===== config.mk =====
export PLATFORM = sky130hd
export DESIGN_NAME = signed_restoring_divider_top_flat
export DESIGN_NICKNAME = d
export VERILOG_FILES = /design/src/srd_pkg.sv /design/src/srd_if.sv /design/src/srd_prep.sv /design/src/srd_step.sv /design/src/srd_fix.sv /design/src/signed_restoring_divider_top.sv /design/src/flat_wrapper.sv
export VERILOG_INCLUDE_DIRS = /design/src /design/src/src
export SDC_FILE = /design/constraint.sdc
export NUM_CORES = 2
export LEC_CHECK = 0
export BUFFER_PORTS_ARGS = -buffer_cell sky130_fd_sc_hd__buf_2
export CAP_MARGIN = 10
export CORE_UTILIZATION = 70
export CTS_BUF_LIST = sky130_fd_sc_hd__clkbuf_8
export CTS_CLUSTER_DIAMETER = 150
export DETAILED_ROUTE_END_ITERATION = 8
export HOLD_SLACK_MARGIN = 0.06
export MAX_ROUTING_LAYER = met4
export PLACE_DENSITY = 0.86
export SYNTH_ARGS = -nofsm -noshare
export SYNTH_HDL_FRONTEND = slang
export SYNTH_SLANG_ARGS = --single-unit
export TNS_END_PERCENT = 50

===== constraint.sdc =====
create_clock -name clk -period 19 [get_ports clk]
set_clock_uncertainty 0.15 [all_clocks]
set_input_delay 3.8 -clock clk [delete_from_list [all_inputs] [get_ports clk]]
set_output_delay 3.8 -clock clk [all_outputs]
set_load 0.01 [all_outputs]

===== src/signed_restoring_divider_top_macros.svh =====
// ----------------------------------------------------------------------------
// Signed restoring divider assertion macros
// Shared property shapes for the divider's concurrent checks.
// ----------------------------------------------------------------------------
`ifndef SIGNED_RESTORING_DIVIDER_TOP_MACROS_SVH
`define SIGNED_RESTORING_DIVIDER_TOP_MACROS_SVH

// Same-cycle implication, checked outside reset
`define SRD_ASSERT_IMP(lbl, clk, rst, ante, cons, msg) \
  lbl: assert property (@(posedge clk) disable iff (rst) (ante) |-> (cons)) \
    else $error(msg);

// Next-cycle implication, checked outside reset
`define SRD_ASSERT_NXT(lbl, clk, rst, ante, cons, msg) \
  lbl: assert property (@(posedge clk) disable iff (rst) (ante) |=> (cons)) \
    else $error(msg);

`endif


===== src/srd_pkg.sv =====
// ----------------------------------------------------------------------------
// Signed restoring divider package
// Default width and the sign/exception flags carried down the pipeline.
// ----------------------------------------------------------------------------
package srd_pkg;

  // Default operand width
  localparam int DATA_WIDTH_DEF = 32;

  // Flags that ride along with each item
  typedef struct packed {
    logic neg_q;  // exactly one operand negative
    logic zdiv;   // divisor was zero
  } srd_flags_t;

endpackage


===== src/srd_if.sv =====
// ----------------------------------------------------------------------------
// Signed restoring divider channels
// Operand and result channels with valid/ready handshake.
// ----------------------------------------------------------------------------
interface srd_in_if #(
  parameter int W = srd_pkg::DATA_WIDTH_DEF
);
  logic                valid;
  logic                ready;
  logic signed [W-1:0] dividend_in;
  logic signed [W-1:0] divisor_in;

  modport source (output valid, output dividend_in, output divisor_in, input ready);
  modport sink   (input valid, input dividend_in, input divisor_in, output ready);
endinterface

interface srd_out_if #(
  parameter int W = srd_pkg::DATA_WIDTH_DEF
);
  logic                valid;
  logic                ready;
  logic signed [W-1:0] quotient_out;
  logic                overflow_flag;
  logic                zero_divisor_flag;

  modport source (output valid, output quotient_out, output overflow_flag,
                  output zero_divisor_flag, input ready);
  modport sink   (input valid, input quotient_out, input overflow_flag,
                  input zero_divisor_flag, output ready);
endinterface


===== src/srd_prep.sv =====
// ----------------------------------------------------------------------------
// Signed restoring divider operand stage
// Registers operand magnitudes, the result sign and the zero-divisor flag.
// ----------------------------------------------------------------------------
module srd_prep #(
  parameter int W = srd_pkg::DATA_WIDTH_DEF
) (
  input  logic                clk,
  input  logic                rst,
  input  logic                up_valid,
  output logic                up_ready,
  input  logic [W-1:0]        dividend,
  input  logic [W-1:0]        divisor,
  output logic                dn_valid,
  input  logic                dn_ready,
  output logic [W-1:0]        dn_rem,
  output logic [W-1:0]        dn_aq,
  output logic [W-1:0]        dn_b,
  output srd_pkg::srd_flags_t dn_flags
);

  logic [W-1:0] a_mag;
  logic [W-1:0] b_mag;

  // Take absolute values; the most negative value maps to 2^(W-1)
  assign a_mag = dividend[W-1] ? (~dividend + {{(W-1){1'b0}}, 1'b1}) : dividend;
  assign b_mag = divisor[W-1]  ? (~divisor  + {{(W-1){1'b0}}, 1'b1}) : divisor;

  assign up_ready = !dn_valid || dn_ready;

  // Hold valid until the next stage takes the transfer
  always_ff @(posedge clk) begin
    if (rst) begin
      dn_valid <= 1'b0;
    end else if (up_ready) begin
      dn_valid <= up_valid;
    end
  end

  // Load payload on transfer
  always_ff @(posedge clk) begin
    if (up_ready && up_valid) begin
      dn_rem         <= '0;
      dn_aq          <= a_mag;
      dn_b           <= b_mag;
      dn_flags.neg_q <= dividend[W-1] ^ divisor[W-1];
      dn_flags.zdiv  <= (divisor == '0);
    end
  end

endmodule


===== src/srd_step.sv =====
// ----------------------------------------------------------------------------
// Signed restoring divider bit stage
// One restoring shift-and-subtract step: resolves one quotient bit.
// ----------------------------------------------------------------------------
`include "signed_restoring_divider_top_macros.svh"

module srd_step #(
  parameter int W = srd_pkg::DATA_WIDTH_DEF
) (
  input  logic                clk,
  input  logic                rst,
  input  logic                up_valid,
  output logic                up_ready,
  input  logic [W-1:0]        up_rem,
  input  logic [W-1:0]        up_aq,
  input  logic [W-1:0]        up_b,
  input  srd_pkg::srd_flags_t up_flags,
  output logic                dn_valid,
  input  logic                dn_ready,
  output logic [W-1:0]        dn_rem,
  output logic [W-1:0]        dn_aq,
  output logic [W-1:0]        dn_b,
  output srd_pkg::srd_flags_t dn_flags
);

  logic [W-1:0] shifted;
  logic [W:0]   diff;
  logic         qbit;
  logic [W-1:0] rem_next;

  // Shift the next dividend bit into the partial remainder and trial-subtract
  assign shifted  = {up_rem[W-2:0], up_aq[W-1]};
  assign diff     = {1'b0, shifted} - {1'b0, up_b};
  assign qbit     = !diff[W];
  assign rem_next = qbit ? diff[W-1:0] : shifted;

  assign up_ready = !dn_valid || dn_ready;

  // Hold valid until the next stage takes the transfer
  always_ff @(posedge clk) begin
    if (rst) begin
      dn_valid <= 1'b0;
    end else if (up_ready) begin
      dn_valid <= up_valid;
    end
  end

  // Advance payload; quotient bits enter at the bottom of the dividend word
  always_ff @(posedge clk) begin
    if (up_ready && up_valid) begin
      dn_rem   <= rem_next;
      dn_aq    <= {up_aq[W-2:0], qbit};
      dn_b     <= up_b;
      dn_flags <= up_flags;
    end
  end

  // Partial remainder must stay below the divisor
  `SRD_ASSERT_IMP(a_rem_below_b, clk, rst, dn_valid && !dn_flags.zdiv,
    dn_rem < dn_b, "partial remainder not below divisor")
  // A stalled stage keeps its contents
  `SRD_ASSERT_NXT(a_stall_holds, clk, rst, dn_valid && !dn_ready,
    dn_valid && $stable(dn_aq) && $stable(dn_rem), "stalled stage lost data")
  // Zero divisor sets every quotient bit
  `SRD_ASSERT_IMP(a_zdiv_ones, clk, rst, up_valid && up_flags.zdiv,
    qbit, "zero divisor did not produce a one bit")

endmodule


===== src/srd_fix.sv =====
// ----------------------------------------------------------------------------
// Signed restoring divider result stage
// Applies sign, saturation and the zero-divisor override; output register.
// ----------------------------------------------------------------------------
module srd_fix #(
  parameter int W = srd_pkg::DATA_WIDTH_DEF
) (
  input  logic                clk,
  input  logic                rst,
  input  logic                up_valid,
  output logic                up_ready,
  input  logic [W-1:0]        up_q,
  input  srd_pkg::srd_flags_t up_flags,
  srd_out_if.source           result
);

  logic [W-1:0] q_fixed;
  logic         ovf;

  // Pick final quotient: zero divisor, negate, saturate or pass
  always_comb begin
    ovf = 1'b0;
    priority if (up_flags.zdiv) begin
      q_fixed = '0;
    end else if (up_flags.neg_q) begin
      q_fixed = ~up_q + {{(W-1){1'b0}}, 1'b1};
    end else if (up_q[W-1]) begin
      q_fixed = {1'b0, {(W-1){1'b1}}};
      ovf     = 1'b1;
    end else begin
      q_fixed = up_q;
    end
  end

  assign up_ready = !result.valid || result.ready;

  // Hold the result until the sink takes the transfer
  always_ff @(posedge clk) begin
    if (rst) begin
      result.valid <= 1'b0;
    end else if (up_ready) begin
      result.valid <= up_valid;
    end
  end

  always_ff @(posedge clk) begin
    if (up_ready && up_valid) begin
      result.quotient_out      <= q_fixed;
      result.overflow_flag     <= ovf;
      result.zero_divisor_flag <= up_flags.zdiv;
    end
  end

endmodule


===== src/signed_restoring_divider_top.sv =====
// Stages: operand stage, one subtract-and-compare stage per quotient bit, result stage.
// Throughput: one operand pair per cycle while the output is not stalled.
// A stalled output backs up stage by stage; empty stages keep accepting.
// Reset (rst, synchronous, active high) clears all valid bits; no results are pending.
// ----------------------------------------------------------------------------
// Signed restoring divider top level
// Pipelined signed division truncating toward zero, with saturation and
// divide-by-zero flags.
// ----------------------------------------------------------------------------
`include "signed_restoring_divider_top_macros.svh"

module signed_restoring_divider_top #(
  parameter int DATA_WIDTH = srd_pkg::DATA_WIDTH_DEF
) (
  input  logic      clk,
  input  logic      rst,
  srd_in_if.sink    operands,
  srd_out_if.source result
);

  localparam int W = DATA_WIDTH;

  logic                valid_s [0:W];
  logic                ready_s [0:W];
  logic [W-1:0]        rem_s   [0:W-1];
  logic [W-1:0]        aq_s    [0:W];
  logic [W-1:0]        b_s     [0:W];
  srd_pkg::srd_flags_t flags_s [0:W];

  // Operand magnitudes and flags
  srd_prep #(.W(W)) u_prep (
    .clk      (clk),
    .rst      (rst),
    .up_valid (operands.valid),
    .up_ready (operands.ready),
    .dividend (operands.dividend_in),
    .divisor  (operands.divisor_in),
    .dn_valid (valid_s[0]),
    .dn_ready (ready_s[0]),
    .dn_rem   (rem_s[0]),
    .dn_aq    (aq_s[0]),
    .dn_b     (b_s[0]),
    .dn_flags (flags_s[0])
  );

  // One stage per quotient bit, most significant first
  for (genvar k = 0; k < W; k++) begin : g_step
    if (k == W - 1) begin : g_last
      srd_step #(.W(W)) u_step (
        .clk      (clk),
        .rst      (rst),
        .up_valid (valid_s[k]),
        .up_ready (ready_s[k]),
        .up_rem   (rem_s[k]),
        .up_aq    (aq_s[k]),
        .up_b     (b_s[k]),
        .up_flags (flags_s[k]),
        .dn_valid (valid_s[k+1]),
        .dn_ready (ready_s[k+1]),
        .dn_rem   (),
        .dn_aq    (aq_s[k+1]),
        .dn_b     (b_s[k+1]),
        .dn_flags (flags_s[k+1])
      );
    end else begin : g_mid
      srd_step #(.W(W)) u_step (
        .clk      (clk),
        .rst      (rst),
        .up_valid (valid_s[k]),
        .up_ready (ready_s[k]),
        .up_rem   (rem_s[k]),
        .up_aq    (aq_s[k]),
        .up_b     (b_s[k]),
        .up_flags (flags_s[k]),
        .dn_valid (valid_s[k+1]),
        .dn_ready (ready_s[k+1]),
        .dn_rem   (rem_s[k+1]),
        .dn_aq    (aq_s[k+1]),
        .dn_b     (b_s[k+1]),
        .dn_flags (flags_s[k+1])
      );
    end
  end

  // Sign, saturation and output register
  srd_fix #(.W(W)) u_fix (
    .clk      (clk),
    .rst      (rst),
    .up_valid (valid_s[W]),
    .up_ready (ready_s[W]),
    .up_q     (aq_s[W]),
    .up_flags (flags_s[W]),
    .result   (result)
  );

  // Flags never both set
  `SRD_ASSERT_IMP(a_flags_excl, clk, rst, result.valid,
    !(result.overflow_flag && result.zero_divisor_flag), "both flags set")
  // Zero divisor gives a zero quotient
  `SRD_ASSERT_IMP(a_zdiv_zero, clk, rst, result.valid && result.zero_divisor_flag,
    result.quotient_out == '0, "zero divisor with nonzero quotient")
  // Overflow saturates to the largest positive value
  `SRD_ASSERT_IMP(a_ovf_sat, clk, rst, result.valid && result.overflow_flag,
    result.quotient_out == {1'b0, {(W-1){1'b1}}}, "overflow not saturated")

endmodule


===== src/flat_wrapper.sv =====
// flat-port wrapper written by rule: the top's interface ports become plain ports
module signed_restoring_divider_top_flat 
#(
  parameter int DATA_WIDTH = srd_pkg::DATA_WIDTH_DEF
)
  (clk, rst, operands_valid, operands_dividend_in, operands_divisor_in, operands_ready, result_valid, result_quotient_out, result_overflow_flag, result_zero_divisor_flag, result_ready);
  srd_in_if #(.W((srd_pkg::DATA_WIDTH_DEF))) operands_i ();
  srd_out_if #(.W((srd_pkg::DATA_WIDTH_DEF))) result_i ();
  input  logic clk;
  input  logic rst;
  input wire logic [$bits(operands_i.valid)-1:0] operands_valid;
  input wire logic [$bits(operands_i.dividend_in)-1:0] operands_dividend_in;
  input wire logic [$bits(operands_i.divisor_in)-1:0] operands_divisor_in;
  output wire logic [$bits(operands_i.ready)-1:0] operands_ready;
  output wire logic [$bits(result_i.valid)-1:0] result_valid;
  output wire logic [$bits(result_i.quotient_out)-1:0] result_quotient_out;
  output wire logic [$bits(result_i.overflow_flag)-1:0] result_overflow_flag;
  output wire logic [$bits(result_i.zero_divisor_flag)-1:0] result_zero_divisor_flag;
  input wire logic [$bits(result_i.ready)-1:0] result_ready;
  assign operands_i.valid = operands_valid;
  assign operands_i.dividend_in = operands_dividend_in;
  assign operands_i.divisor_in = operands_divisor_in;
  assign operands_ready = operands_i.ready;
  assign result_valid = result_i.valid;
  assign result_quotient_out = result_i.quotient_out;
  assign result_overflow_flag = result_i.overflow_flag;
  assign result_zero_divisor_flag = result_i.zero_divisor_flag;
  assign result_i.ready = result_ready;
  signed_restoring_divider_top #(.DATA_WIDTH(DATA_WIDTH)) u_core (.clk(clk), .rst(rst), .operands(operands_i), .result(result_i));
endmodule

==> run summary <==
* **status** finished, final reports clean
* **worst-path maximum fanout** 6
* **post-synthesis adder-cell area fraction** 8.390%
* **PostCTS Resize Cnt** 0
* **share of final-layout standard cells stronger than drive strength 1** 9.808%
* **maximum clock rate** 83.94 MHz
* **root buffer cell** sky130_fd_sc_hd__clkbuf_8
* **slowest stage delay, CP** 0.66 ns
* **residual DRC count** 0
* **most common library cell in the layout ignoring fill and taps** sky130_fd_sc_hd__edfxtp_1
* **Leakage Power** 66.29 nW
* **power density normalized to cell area** 78.61 nW/um2
* **post-CTS setup repair buffer count** 0
* **terminating pin of the worst hold path** u_core.g_step[12].g_mid.u_step.dn_aq[5]
* **filler cell count** 12,894
* **overall die area** 224,300 um2
* **routability congestion estimate** 0.9549
* **total wirelength of the detailed-routed design** 337,800 um
* **Reg clk slew, reported paths** 0.06 ns
* **total of buffers placed on input and output ports** 103
* **number of pins with negative max-slew slack in the final report** 0
* **routed wire length per instance** 20.81 um
* **wire length of the first global-routing pass** 527,200 um
* **worst setup slack after placement** 7.156 ns
* **worst-case vdd ir drop** 0.07003 mV
* **die outline height** 473.6 um
* **data arrival at the endpoint of the critical path** 7.96 ns
* **remaining global-route overflow** 0
* **Synth Area in Compound Gates** 12.55%
* **warnings from Yosys** 0
* **Boundary Pins** 104
* **DRC violation total after the first TritonRoute iteration** 9,061
* **remaining antenna violation count after routing** 0
* **dominant register cell in the synthesized netlist** sky130_fd_sc_hd__edfxtp_1
* **critical path class** in2out
* **path depth of the worst reg2reg path** 10
* **placeable core region** 220,400 um2
* **Worst setup SP type** input port
* **count of hold-fix buffers inserted at cts** 0
* **pin count of the biggest net entering global routing** 87
* **crit share post-route** 62.70%
* **TritonCTS clock tree** yes
* **cell count after synthesis** 12,359
* **global-route total usage across every layer** 30.75%
* **Die Wd** 473.6 um
* **Worst setup EP type** output pin
* **synthesized area per cell** 12.60 um2
* **setup repair after global routing missed its margin** no
* **highest routed layer** met4
* **share of cell area taken by muxes after synthesis** 2.664%
* **Cells on Worst Hold Path** 0
* **Met2 Routed Length** 169,000 um
* **time the worst path needs with I/O delays and setup** 11.91 ns
* **clock network latency to the later pin of the worst-skew pair** 1.10 ns
* **PnR worst setup slack** 7.086 ns
* **post-synthesis sequential area ratio** 61.02%
* **post-synthesis sequential element count** 3,175
* **accumulated negative setup slack** 0 ns
* **series of cell instances along the critical path** buf_2 -> nor2b_1 -> and3_1 -> and3_1 -> nand2_1 -> nor2_1 -> nand3_1 -> nor3_1 -> and4_1 -> nand4_1 -> buf_2
* **metal1 wirelength** 130,600 um
* **slew margin rel.** 20.20%
* **Final Net Count** 13,961
* **drt via density** 6.181
* **htree depth** 5
* **worst min-delay path category** reg2reg
* **number of vias after detailed routing** 100,342
* **initial antenna violation count** 11
* **final setup violating endpoints** 0
* **fraction of registers with async set/reset** 0%
* **initial core utilization** 70.65%
* **flop2flop setup slack** 13.43 ns
* **combinational family with the most area after synthesis** compound AO/OA/AOI/OAI gates
* **number of rows created at floorplan** 172
* **met3 routed wirelength** 22,430 um
* **max-cap violations** 0
* **synth unique cells** 91
* **Final Total Pwr** 0.01335 W
* **synthesized-area fraction occupied by xor and xnor cells** 4.382%
* **source of the worst hold timing path** u_core.g_step[11].g_mid.u_step.dn_aq[4]
* **TritonCTS buffer count** 490
* **Max stage delay cell, worst path** sky130_fd_sc_hd__nor3_1
* **required time reported for the critical path endpoint** 15.05 ns
* **number of enable flip-flop cells after synthesis** 3,141
* **first drt pass iteration count** 9
* **clk sinks** 3,175
* **cell area after synthesis** 155,700 um2
* **slew at the pin closest to its max-slew limit** 1.197 ns
* **Detailed Place HPWL** 246,200 um
* **deepest clock path buffer count** 4
* **commonest cells after routing, fill and taps aside** sky130_fd_sc_hd__edfxtp_1 (3,141), sky130_fd_sc_hd__inv_1 (1,391), sky130_fd_sc_hd__ha_1 (996), sky130_fd_sc_hd__o21ai_0 (827), sky130_fd_sc_hd__a21oi_1 (793)
* **synth-to-layout area growth** 9.066%
* **via count of the first global-routing pass** 100,074
* **critical register-to-register path startpoint** u_core.u_fix.result.valid
* **end of the worst register-to-register path** u_core.g_step[0].g_mid.u_step.dn_b[10]
* **number of failing hold endpoints at the final stage** 0
* **post-synthesis share of cell area spent on and, or, nand and nor gates** 7.498%
[cells by family (layout without fill, tap and decap cells)]
family	after synthesis	count (layout)
xor gates and xnor gates	779	779
other	1	25
muxes	373	373
buffers and inverters	1442	2334
DFF	3175	3175
AOI/OAI and AO/OA	3081	3081
adders and majority gates	1026	1026
and+or+nand+nor	2482	2482
[layout make-up]
| type | count | area (um2) | area share [%] |
|---|---|---|---|
| well taps | 2958 | 3701 | 2.179 |
| multi-input cells | 7756 | 55930 | 32.93 |
| clock buffers | 507 | 6978 | 4.109 |
| inverters | 1251 | 4696 | 2.765 |
| diodes | 10 | 25.02 | 0.01474 |
| repair buffers | 193 | 1204 | 0.7088 |
| clock inverters | 383 | 2282 | 1.344 |
| flip-flops and latches | 3175 | 95000 | 55.94 |
[metrics by stage]
step / cells / util [%] / hold slack [ns] / area [um2]
finish: 16233 / 77.06 / 0.1968 / 169800
global route: 16232 / 77.06 / 0.2113 / 169800
CTS: 16222 / 77.04 / 0.1946 / 169800
detailed placement: 15332 / 72.84 / 0.2545 / 160500
global placement: 15332 / 72.84 / 0.2508 / 160500
floorplan: 12373 / - / 0.2503 / 155700
[registers in the layout, indices dropped and copies added (netlist names)]
register                               flops
u_core.u_prep.dn_aq                       32
u_core.g_step.g_mid.u_step.dn_flags       62
u_core.g_step.g_mid.u_step.dn_valid       31
u_core.g_step.g_mid.u_step.dn_rem        961
u_core.g_step.g_last.u_step.dn_valid       1
u_core.g_step.g_last.u_step.dn_flags       2
u_core.u_fix.result.quotient_out          32
u_core.u_prep.dn_b                        32
u_core.u_fix.result.overflow_flag          1
u_core.g_step.g_last.u_step.dn_aq         32
u_core.g_step.g_mid.u_step.dn_aq         992
u_core.u_fix.result.valid                  1
u_core.g_step.g_mid.u_step.dn_b          992
u_core.u_prep.dn_flags                     2
u_core.u_fix.result.zero_divisor_flag      1
u_core.u_prep.dn_valid                     1
[worst max-delay path: cells and delay by family]
kind | cells | cell delay [ns]
and+or+nand+nor | 9 | 3.84
buffers and inverters | 2 | 0.30
[cells in the mapped netlist, types with 66 or more instances]
master	n	area (um2)
sky130_fd_sc_hd__a211oi_1	81	608.1
sky130_fd_sc_hd__nor2_1	694	2605
sky130_fd_sc_hd__and3_1	68	425.4
sky130_fd_sc_hd__o21bai_1	96	720.7
sky130_fd_sc_hd__a31oi_1	101	631.9
sky130_fd_sc_hd__o21ai_0	828	4144
sky130_fd_sc_hd__a21o_1	390	2928
sky130_fd_sc_hd__o31ai_1	95	713.2
sky130_fd_sc_hd__xor2_1	303	2654
sky130_fd_sc_hd__edfxtp_1	3141	94320
sky130_fd_sc_hd__nor2b_1	163	1020
sky130_fd_sc_hd__xnor2_1	476	4169
sky130_fd_sc_hd__nand2_1	791	2969
sky130_fd_sc_hd__or3_1	66	412.9
sky130_fd_sc_hd__inv_1	1250	4692
sky130_fd_sc_hd__o21a_1	207	1554
sky130_fd_sc_hd__a21oi_1	796	3984
sky130_fd_sc_hd__ha_1	996	12460
sky130_fd_sc_hd__nand2b_1	136	850.8
sky130_fd_sc_hd__nand3_1	110	550.5
sky130_fd_sc_hd__mux2_2	331	3727
sky130_fd_sc_hd__clkbuf_1	158	593.1
sky130_fd_sc_hd__nor3_1	173	865.8
[worst max path at each step]
stage	from	end	slack [ns]	depth (start not counted)
2_1_floorplan	result_ready	u_core.g_step[13].g_mid.u_step.dn_aq[0]	6.34	7
3_3_place_gp	result_ready	operands_ready	7.27	11
3_5_place_dp	result_ready	operands_ready	7.16	11
4_1_cts	result_ready	operands_ready	7.10	11
5_1_grt	result_ready	operands_ready	6.84	11
6_report	result_ready	operands_ready	7.09	11
[metal layers]
layer | vias up | GRT usage, %
li1 | 46730 | -
met1 | 48380 | 36.58
met4 | 0 | 14.01
met3 | 1053 | 4.644
met5 | - | -
met2 | 4179 | 51.84
[power by group]
group,switching (W),internal (W)
sequential,0.0000346,0.00766
clock,0.00260,0.00280
combinational,0.000153,0.000100
total,0.00279,0.0106
No activity file was read; power rests on OpenSTA's default activity.
